`src/rtl/abst_pkg.sv`:
```
// Shared constants, types and codes for the array binary search tree key table.
package abst_pkg;

	localparam int TABLE_SLOTS = 64;
	localparam int KEY_BITS    = 16;
	localparam int SLOT_W      = $clog2(TABLE_SLOTS);

	typedef logic [SLOT_W-1:0]   slot_t;
	typedef logic [KEY_BITS-1:0] key_t;

	// opcodes
	localparam logic [2:0] OP_INSERT = 3'd0;
	localparam logic [2:0] OP_SEARCH = 3'd1;
	localparam logic [2:0] OP_DELETE = 3'd2;
	localparam logic [2:0] OP_MIN    = 3'd3;
	localparam logic [2:0] OP_MAX    = 3'd4;

	// result status codes
	localparam logic [1:0] ST_OK   = 2'd0;
	localparam logic [1:0] ST_MISS = 2'd1;
	localparam logic [1:0] ST_FULL = 2'd2;

	// datapath commands from the controller
	typedef struct packed {
		logic  load;      // capture opcode and key
		logic  rd_en;     // read table at rd_addr
		slot_t rd_addr;
		logic  wr_en;     // write table
		slot_t wr_addr;
		logic  wr_zero;   // write zero instead of the read key
		logic  wr_in_key; // write the input key
		logic  hold_key;  // latch the read key as carried value
	} abst_cmd_t;

	// datapath status back to the controller
	typedef struct packed {
		logic [2:0] op;
		key_t       in_key;
		key_t       rd_key;
	} abst_stat_t;

endpackage

```
`src/rtl/abst_ram.sv`:
```
// Generic single-port-write, single-port-read RAM with registered read.
module abst_ram #(
	parameter int WIDTH = 16,
	parameter int DEPTH = 64
) (
	input  logic                     clk,
	input  logic                     wr_en,
	input  logic [$clog2(DEPTH)-1:0] wr_addr,
	input  logic [WIDTH-1:0]         wr_data,
	input  logic                     rd_en,
	input  logic [$clog2(DEPTH)-1:0] rd_addr,
	output logic [WIDTH-1:0]         rd_data
);

	logic [WIDTH-1:0] mem_q [DEPTH];

	// write and registered read
	always_ff @(posedge clk) begin
		if (wr_en)
			mem_q[wr_addr] <= wr_data;
		if (rd_en)
			rd_data <= mem_q[rd_addr];
	end

endmodule

```
`src/rtl/abst_datapath.sv`:
```
// Datapath: key table memory with valid bits, input capture and carried key.
module abst_datapath (
	input  logic                 clk,
	input  logic                 arst_n,
	input  logic [2:0]           in_op,
	input  abst_pkg::key_t       in_key,
	input  abst_pkg::abst_cmd_t  cmd,
	output abst_pkg::abst_stat_t stat
);

	logic [2:0]                    op_q;
	abst_pkg::key_t                key_q;
	abst_pkg::key_t                ram_rd;
	abst_pkg::key_t                wr_data;
	abst_pkg::key_t                carry_q;
	logic [abst_pkg::TABLE_SLOTS-1:0] valid_q;
	logic                          rd_valid_q;

	// capture the transaction
	always_ff @(posedge clk) begin
		if (cmd.load) begin
			op_q  <= in_op;
			key_q <= in_key;
		end
		if (cmd.hold_key)
			carry_q <= stat.rd_key;
	end

	always_comb begin
		if (cmd.wr_zero)
			wr_data = '0;
		else if (cmd.wr_in_key)
			wr_data = key_q;
		else
			wr_data = carry_q;
	end

	// slot valid bits, cleared at reset
	always_ff @(posedge clk or negedge arst_n) begin
		if (!arst_n) begin
			valid_q    <= '0;
			rd_valid_q <= 1'b0;
		end else begin
			if (cmd.wr_en)
				valid_q[cmd.wr_addr] <= 1'b1;
			if (cmd.rd_en)
				rd_valid_q <= valid_q[cmd.rd_addr];
		end
	end

	abst_ram #(.WIDTH(abst_pkg::KEY_BITS), .DEPTH(abst_pkg::TABLE_SLOTS)) u_ram (
		.clk     (clk),
		.wr_en   (cmd.wr_en),
		.wr_addr (cmd.wr_addr),
		.wr_data (wr_data),
		.rd_en   (cmd.rd_en),
		.rd_addr (cmd.rd_addr),
		.rd_data (ram_rd)
	);

	assign stat.op     = op_q;
	assign stat.in_key = key_q;
	assign stat.rd_key = rd_valid_q ? ram_rd : '0;

endmodule

```
`src/rtl/abst_ctrl.sv`:
```
// Controller: walks the tree with one registered memory read and one check per level, and sequences deletes.
module abst_ctrl (
	input  logic                 clk,
	input  logic                 arst_n,
	input  logic                 in_valid,
	output logic                 in_ready,
	input  logic                 out_ready,
	output logic                 out_valid,
	output logic [1:0]           res_status,
	output abst_pkg::slot_t      res_slot,
	output abst_pkg::key_t       res_key,
	output abst_pkg::abst_cmd_t  cmd,
	input  abst_pkg::abst_stat_t stat
);

	localparam logic [3:0] S_IDLE  = 4'd0;
	localparam logic [3:0] S_START = 4'd1;
	localparam logic [3:0] S_WALK  = 4'd2;  // read issued for pos_q
	localparam logic [3:0] S_WCHK  = 4'd3;  // data for pos_q available
	localparam logic [3:0] S_DCHR  = 4'd4;  // delete: right child read
	localparam logic [3:0] S_DCHL  = 4'd5;  // delete: left child read
	localparam logic [3:0] S_DDSC  = 4'd6;  // delete: descend read issued
	localparam logic [3:0] S_DDCK  = 4'd7;  // delete: descend check
	localparam logic [3:0] S_DCLR  = 4'd8;  // delete: clear the final leaf
	localparam logic [3:0] S_DCPW  = 4'd9;  // delete: copy write
	localparam logic [3:0] S_DONE  = 4'd10;
	localparam logic [3:0] S_DRCK  = 4'd11; // delete: check right result
	localparam logic [3:0] S_DLCK  = 4'd12; // delete: check left result

	localparam int PW = abst_pkg::SLOT_W + 1;

	logic [3:0]      state_q;
	logic [PW-1:0]   pos_q;    // walk position, one bit wider to see overflow
	logic [PW-1:0]   m_q;      // delete: candidate extreme slot
	logic            side_q;   // descend direction: 0 left, 1 right
	logic [1:0]      st_q;
	abst_pkg::slot_t slot_q;
	abst_pkg::key_t  val_q;
	logic            zkey;
	logic            occ;
	logic [PW-1:0]   nxt;
	logic [PW-1:0]   kid_l;
	logic [PW-1:0]   kid_r;
	logic [PW-1:0]   kid_m;

	assign zkey  = (stat.in_key == '0);
	assign occ   = !pos_q[PW-1] && (stat.rd_key != '0);
	assign kid_l = {pos_q[PW-2:0], 1'b0};
	assign kid_r = {pos_q[PW-2:0], 1'b1};
	assign kid_m = {m_q[PW-2:0], side_q};
	assign nxt   = (stat.op == abst_pkg::OP_INSERT || stat.op == abst_pkg::OP_SEARCH
		|| stat.op == abst_pkg::OP_DELETE)
		? ((stat.in_key < stat.rd_key) ? kid_l : kid_r)
		: ((stat.op == abst_pkg::OP_MIN) ? kid_l : kid_r);

	assign in_ready   = (state_q == S_IDLE);
	assign out_valid  = (state_q == S_DONE);
	assign res_status = st_q;
	assign res_slot   = slot_q;
	assign res_key    = val_q;

	// memory commands
	always_comb begin
		cmd = '0;
		cmd.load = in_valid && in_ready;
		case (state_q)
			S_WALK: begin
				if (!pos_q[PW-1]) begin
					cmd.rd_en   = 1'b1;
					cmd.rd_addr = pos_q[PW-2:0];
				end
			end
			S_WCHK: begin
				if (stat.op == abst_pkg::OP_INSERT && !occ && !pos_q[PW-1]) begin
					cmd.wr_en     = 1'b1;
					cmd.wr_addr   = pos_q[PW-2:0];
					cmd.wr_in_key = 1'b1;
				end
			end
			S_DCHR: begin
				if (!kid_r[PW-1]) begin
					cmd.rd_en   = 1'b1;
					cmd.rd_addr = kid_r[PW-2:0];
				end
			end
			S_DCHL: begin
				if (!kid_l[PW-1]) begin
					cmd.rd_en   = 1'b1;
					cmd.rd_addr = kid_l[PW-2:0];
				end
			end
			S_DDSC: begin
				if (!kid_m[PW-1]) begin
					cmd.rd_en   = 1'b1;
					cmd.rd_addr = kid_m[PW-2:0];
				end
			end
			S_DRCK, S_DLCK, S_DDCK: begin
				// keep the key of each new candidate
				cmd.hold_key = (stat.rd_key != '0);
			end
			S_DCPW: begin
				cmd.wr_en   = 1'b1;
				cmd.wr_addr = pos_q[PW-2:0];
			end
			S_DCLR: begin
				cmd.wr_en   = 1'b1;
				cmd.wr_addr = pos_q[PW-2:0];
				cmd.wr_zero = 1'b1;
			end
			default: ;
		endcase
	end

	// sequencer
	always_ff @(posedge clk or negedge arst_n) begin
		if (!arst_n) begin
			state_q <= S_IDLE;
			pos_q   <= '0;
			m_q     <= '0;
			side_q  <= 1'b0;
			st_q    <= abst_pkg::ST_MISS;
			slot_q  <= '0;
			val_q   <= '0;
		end else begin
			case (state_q)
				S_IDLE: begin
					if (in_valid)
						state_q <= S_START;
				end
				S_START: begin
					pos_q  <= PW'(1);
					st_q   <= abst_pkg::ST_MISS;
					slot_q <= '0;
					val_q  <= '0;
					if (stat.op > abst_pkg::OP_MAX || (stat.op <= abst_pkg::OP_DELETE && zkey))
						state_q <= S_DONE;
					else
						state_q <= S_WALK;
				end
				S_WALK: state_q <= S_WCHK;
				S_WCHK: begin
					if (!occ) begin
						// empty slot or off the table
						if (stat.op == abst_pkg::OP_INSERT) begin
							st_q   <= pos_q[PW-1] ? abst_pkg::ST_FULL : abst_pkg::ST_OK;
							slot_q <= pos_q[PW-1] ? '0 : pos_q[PW-2:0];
						end else if ((stat.op == abst_pkg::OP_MIN || stat.op == abst_pkg::OP_MAX)
							&& pos_q != PW'(1)) begin
							st_q <= abst_pkg::ST_OK;
						end
						state_q <= S_DONE;
					end else if ((stat.op == abst_pkg::OP_SEARCH || stat.op == abst_pkg::OP_DELETE)
						&& stat.rd_key == stat.in_key) begin
						if (stat.op == abst_pkg::OP_SEARCH) begin
							st_q    <= abst_pkg::ST_OK;
							slot_q  <= pos_q[PW-2:0];
							val_q   <= stat.in_key;
							state_q <= S_DONE;
						end else begin
							state_q <= S_DCHR;
						end
					end else begin
						// remember the last occupied slot on an extreme walk
						if (stat.op == abst_pkg::OP_MIN || stat.op == abst_pkg::OP_MAX) begin
							slot_q <= pos_q[PW-2:0];
							val_q  <= stat.rd_key;
						end
						pos_q   <= nxt;
						state_q <= S_WALK;
					end
				end
				S_DCHR: state_q <= kid_r[PW-1] ? S_DCHL : S_DRCK;
				S_DRCK: begin
					if (stat.rd_key != '0) begin
						m_q     <= kid_r;
						side_q  <= 1'b0;
						state_q <= S_DDSC;
					end else begin
						state_q <= S_DCHL;
					end
				end
				S_DCHL: state_q <= kid_l[PW-1] ? S_DCLR : S_DLCK;
				S_DLCK: begin
					if (stat.rd_key != '0) begin
						m_q     <= kid_l;
						side_q  <= 1'b1;
						state_q <= S_DDSC;
					end else begin
						state_q <= S_DCLR;
					end
				end
				S_DDSC: state_q <= kid_m[PW-1] ? S_DCPW : S_DDCK;
				S_DDCK: begin
					if (stat.rd_key != '0) begin
						m_q     <= kid_m;
						state_q <= S_DDSC;
					end else begin
						state_q <= S_DCPW;
					end
				end
				S_DCPW: begin
					// the extreme slot becomes the one to refill
					pos_q   <= m_q;
					state_q <= S_DCHR;
				end
				S_DCLR: begin
					st_q    <= abst_pkg::ST_OK;
					slot_q  <= pos_q[PW-2:0];
					val_q   <= stat.in_key;
					state_q <= S_DONE;
				end
				S_DONE: begin
					if (out_ready)
						state_q <= S_IDLE;
				end
				default: state_q <= S_IDLE;
			endcase
		end
	end

endmodule

```
`src/rtl/array_bst_key_table_top.sv`:
```
// Top level of the array binary search tree key table.
//
// Usage: items arrive on the slave stream s_axis (tdata = opcode, key) and
// one result per item leaves on m_axis (tdata = status, slot_index,
// key_value). The tree lives in a 64-slot table, root at slot 1, children of
// slot i at 2i and 2i+1; key 0 means empty.
// Each tree level takes one registered table read and one check, for insert,
// search, minimum and maximum alike. A delete then probes the children of
// the slot, descends each nonempty subtree to its extreme slot, copies that
// key up and finally clears the last leaf. One item is in work at a time;
// s_axis_tready is high only when idle, and the next item can be taken in
// the cycle after the result leaves.
// Reset clears every slot's valid bit at once, so the table is empty
// immediately after reset; no clearing pass is needed.
// When the receiver stalls, the result holds on m_axis until taken and no
// new item is accepted meanwhile.
module array_bst_key_table_top (
	input  logic        clk,
	input  logic        arst_n,
	input  logic        s_axis_tvalid,
	output logic        s_axis_tready,
	input  logic [23:0] s_axis_tdata,  // [2:0] opcode, [18:3] key, zero fill
	output logic        m_axis_tvalid,
	input  logic        m_axis_tready,
	output logic [23:0] m_axis_tdata   // [1:0] status, [7:2] slot_index, [23:8] key_value
);

	abst_pkg::abst_cmd_t  cmd;
	abst_pkg::abst_stat_t stat;
	logic [1:0]           res_status;
	abst_pkg::slot_t      res_slot;
	abst_pkg::key_t       res_key;

	abst_datapath u_dp (
		.clk       (clk),
		.arst_n    (arst_n),
		.in_op     (s_axis_tdata[2:0]),
		.in_key    (s_axis_tdata[18:3]),
		.cmd       (cmd),
		.stat      (stat)
	);

	abst_ctrl u_ctrl (
		.clk        (clk),
		.arst_n     (arst_n),
		.in_valid   (s_axis_tvalid),
		.in_ready   (s_axis_tready),
		.out_ready  (m_axis_tready),
		.out_valid  (m_axis_tvalid),
		.res_status (res_status),
		.res_slot   (res_slot),
		.res_key    (res_key),
		.cmd        (cmd),
		.stat       (stat)
	);

	assign m_axis_tdata = {res_key, res_slot, res_status};

	// a new transaction is never taken while a result waits
	a_no_overlap: assert property (@(posedge clk) disable iff (!arst_n)
		m_axis_tvalid |-> !s_axis_tready)
		else $error("input accepted while result pending");

	// a full result never reports a slot
	a_full_slot: assert property (@(posedge clk) disable iff (!arst_n)
		(m_axis_tvalid && m_axis_tdata[1:0] == abst_pkg::ST_FULL) |-> (m_axis_tdata[7:2] == '0))
		else $error("full status with nonzero slot");

	// a result leaves after being taken
	a_result_drop: assert property (@(posedge clk) disable iff (!arst_n)
		(m_axis_tvalid && m_axis_tready) |=> !m_axis_tvalid)
		else $error("result repeated");

endmodule

```
`config.mk`:
```
export PLATFORM = sky130hd
export DESIGN_NAME = array_bst_key_table_top
export DESIGN_NICKNAME = d
export VERILOG_FILES = /design/src/rtl/abst_pkg.sv /design/src/rtl/abst_ram.sv /design/src/rtl/abst_datapath.sv /design/src/rtl/abst_ctrl.sv /design/src/rtl/array_bst_key_table_top.sv
export SDC_FILE = /design/constraint.sdc
export NUM_CORES = 2
export LEC_CHECK = 0
export BUFFER_PORTS_ARGS = -buffer_cell sky130_fd_sc_hd__buf_2
export CAP_MARGIN = 10
export CORE_MARGIN = 4
export CORE_UTILIZATION = 57
export DETAILED_ROUTE_END_ITERATION = 8
export HOLD_SLACK_MARGIN = 0.05
export PLACE_DENSITY_LB_ADDON = 0.3
export SYNTH_ARGS = -nofsm -noshare
export SYNTH_HDL_FRONTEND = slang
export SYNTH_SLANG_ARGS = --single-unit
```
`constraint.sdc`:
```
create_clock -name clk -period 3.8 [get_ports clk]
set_input_delay 0.76 -clock clk [delete_from_list [all_inputs] [get_ports clk]]
set_output_delay 0.76 -clock clk [all_outputs]
set_load 0.005 [all_outputs]
```
==> flow_metrics.py <==
metrics = {
    "outcome": {
        "status": "finished, final reports clean",
    },
    "pwr": {
        "pwr-share-comb_pct": 29.1,
        "clockPowerShare_pct": 30.1,
        "leakage_nw": 20.2,
        "swShare_pct": 32.1,
        "totalPowerFinal_mw": 38.8,
        "p_int_mw": 26.3,
        "p_switching_mw": 12.5,
        "power.density_nw_per_um2": 683,
        "seq_power_share_pct": 40.8,
        "peakVddDrop_mv": 0.492,
    },
    "clock_network": {
        "postCtsHoldBufs": 0,
        "cts_tree": "done",
        "postCtsResizedCells": 0,
        "ctsHtreeMaxLevel": 3,
        "root_buffer": "clkbuf_16",
        "cts_setup_buffers": 0,
        "clockBufferDepth": 3,
        "path_clk_slew_ps": 60,
        "clk_latency_ps": 690,
        "cts_made_buffers": 117,
        "cts.sinks": 1183,
    },
    "worst_setup_path": {
        "cp_data_required_time_ps": 4110,
        "end_kind": "register",
        "crit_top_cell": "nor2_1",
        "cpPeakStageDelay_ps": 570,
        "start_kind": "register",
        "cp_num_buf_inv": 1,
        "crit_type": "register to register",
        "crit_fanout": 16,
        "crit_family": "simple AND/OR/NAND/NOR gates",
        "arrival_ps": 4020,
        "slowest_stage": "or4_4",
        "crit_chain": "or4_4, o41ai_4, nand3b_1, a21boi_0, nor2_1, nand2_1, nor2_1, buf_4",
    },
    "floorplan": {
        "rows": 107,
        "die_w_um": 302,
        "floorplan.initialDensity_pct": 57.7,
        "core-area_um2": 85400,
        "dieHeight_um": 302,
        "dieArea_um2": 91200,
        "ios": 54,
    },
    "synth": {
        "synth_seq_cells": 1183,
        "synthFlopType": "edfxtp_1",
        "netlist_top_cells_area": "edfxtp_1 (65%), mux2i_1 (5.5%), dfrtp_1 (5.4%)",
        "yosysTopAreaCellShare_pct": 65.5,
        "yosysTopAreaCell": "edfxtp_1",
        "syn_inst": 3494,
        "syn_avg_cell_area_um2": 14.1,
        "synth_edf_count": 1075,
        "ys_seq_area_share_pct": 71.0,
        "yosys_warnings": 0,
        "synth_cell_types": 67,
        "synthesis.nets": 3538,
        "synth_async_sr_flop_share_pct": 9.13,
        "syn-cell-area_um2": 49300,
    },
    "finish": {
        "nFillCells": 5871,
        "final_layout_size_suffix_gt1_share_pct": 18.2,
        "areaGrowthSynthToFinish_pct": 15.1,
        "antenna_cells": 0,
        "final_nets": 3743,
    },
    "grt": {
        "overflow": 0,
        "antenna_found_initial": 3,
        "grt_max_degree": 70,
        "grt_pass1_wl_um": 189000,
        "first_global_vias": 29898,
        "grt_use_total_pct": 27.8,
    },
    "detailed_routing": {
        "drcViolationCount": 0,
        "drt_iter0_drc": 3797,
        "vias": 31100,
        "routed_wl_um": 127000,
        "vias_per_cell": 6.29,
        "wl_per_cell_um": 25.8,
        "antenna_left": 0,
        "dr.pass1.iters": 6,
    },
    "timing": {
        "fin_skew_ps": 65.5,
        "relSlewSlack_pct": 20.9,
        "slew_violations": 0,
        "worst_pin_slew_ps": 1180,
        "setup_violations": 0,
        "holdWs_ps": 68.9,
        "finalHoldViolations": 0,
        "fmax_mhz": 270,
        "period_needed_ps": 3710,
        "timing.final.crit_share_pct": 97.5,
    },
    "place": {
        "hpwl_um": 75700,
        "portBuffers": 48,
        "place.gp.congestion": 0.893,
    },
    "hold_path": {
        "hold_class": "input port to asynchronous set/reset pin",
    },
    "run": {
        "cap_violations": 0,
    },
}
-- routing by layer --
| layer | vias up | share of wire, % | GRT usage [%] | routed length [µm] |
|---|---|---|---|---|
| li1 | 13672 | - | - | - |
| met1 | 15467 | 39 | 38.8 | 49800 |
| met2 | 1685 | 47 | 43.3 | 59600 |
| met3 | 272 | 10 | 5.91 | 12900 |
| met4 | 4 | 4.0 | 10.8 | 5110 |
| met5 | - | 0.021 | 0 | 27 |
-- through the flow --
step           instances  setup WS (ps)  cell area (µm²)  setup TNS, ps  utilization, %
2_1_floorplan       3494           58.4            49300              0               -
3_5_place_dp        4724            136            52800              0            61.8
4_1_cts             4945            111            56700              0            66.4
5_1_grt             4945          -19.6            56700           -107            66.4
6_report            4945           93.4            56700              0            66.4
3_3_place_gp        4724            106            52800              0            61.8
-- flip-flops by register name, summed over array words and instances, names as in the netlist --
signal / flops
u_dp.u_ram.mem_q: 1024
u_dp.valid_q: 64
u_ctrl.res_key: 16
u_dp.carry_q: 16
u_dp.key_q: 16
u_dp.u_ram.rd_data: 16
u_ctrl.m_q: 7
u_ctrl.pos_q: 7
u_ctrl.res_slot: 6
u_ctrl.state_q: 4
u_dp.op_q: 3
u_ctrl.res_status: 2
u_ctrl.side_q: 1
u_dp.rd_valid_q: 1
-- cells by family after synthesis --
family	count (synthesis)	synth area share (%)
flip-flops	1183	71.0
AND/OR/NAND/NOR	1085	10.4
AO/OA/AOI/OAI	485	7.25
multiplexers	374	7.86
buffers and inverters	350	3.07
adder cells (fa/ha/maj)	16	0.406
XOR/XNOR	1	0.0178
-- power by group through the flow --
stage	combinational (mW)	clock [mW]	sequential [mW]
finish	11.3	11.7	15.8
global route	11.9	12.3	15.9
CTS	11.1	11.7	15.8
detailed placement	11.0	0	16.1
global placement	10.9	0	16.1
floorplan	6.61	0	16.0
-- cells in the mapped netlist, types with 80 or more instances --
master	n
nand3_1	207
a211oi_1	82
dfrtp_1	107
mux2i_1	269
mux2_2	105
edfxtp_1	1075
a31oi_1	83
clkbuf_1	139
nand2_1	452
a211o_1	80
nor2_1	120
inv_1	115
o211ai_1	82
and3_1	100
-- worst paths after layout --
kind | from | to | slack (ps) | cells after the start
setup / recovery | u_dp.u_ram.rd_data[12] | u_dp.u_ram.mem_q[40][2] | 90 | 8
hold reg to reg | u_dp.valid_q[13] | u_dp.valid_q[13] | 460 | 1
hold / removal | arst_n | u_ctrl.res_key[5] | 70 | 1
max in group asynchronous | arst_n | u_dp.valid_q[21] | 2860 | 2
min in group clk | s_axis_tdata[12] | u_dp.key_q[9] | 240 | 1
setup reg to reg | u_dp.u_ram.rd_data[12] | u_dp.u_ram.mem_q[40][2] | 90 | 8
-- cells in the final DEF, fill, tap and decap left out, types with 16 or more instances in the layout --
cell type  instances
o211ai_1          82
clkinv_2          22
buf_2             47
a31oi_1           83
dfrtp_1          107
a211oi_1          82
nand2_1          451
buf_4            224
nor4_1            27
o31ai_1           21
inv_1            115
clkbuf_1          24
a22o_1            20
nand4_1           28
nand3_1          205
a211o_1           80
nor2_4            17
mux2_2           105
mux2i_1          269
o21ai_0           23
nor3_1            42
ha_1              16
clkbuf_16        117
and3_1            99
a21oi_1           37
or2_2             46
edfxtp_1        1075
nor2_1            96
clkinv_1          24
buf_12            50
-- final cells by class --
cell class	count	area, µm²	area share, %
Sequential cell	1183	35000	61.7
Multi-Input combinational cell	1961	13000	23.0
Clock buffer	147	3100	5.47
Timing Repair Buffer	321	2920	5.14
Tap cell	1144	1430	2.52
Clock inverter	74	813	1.43
Inverter	115	432	0.761
Power figures use the tool's default switching activity.
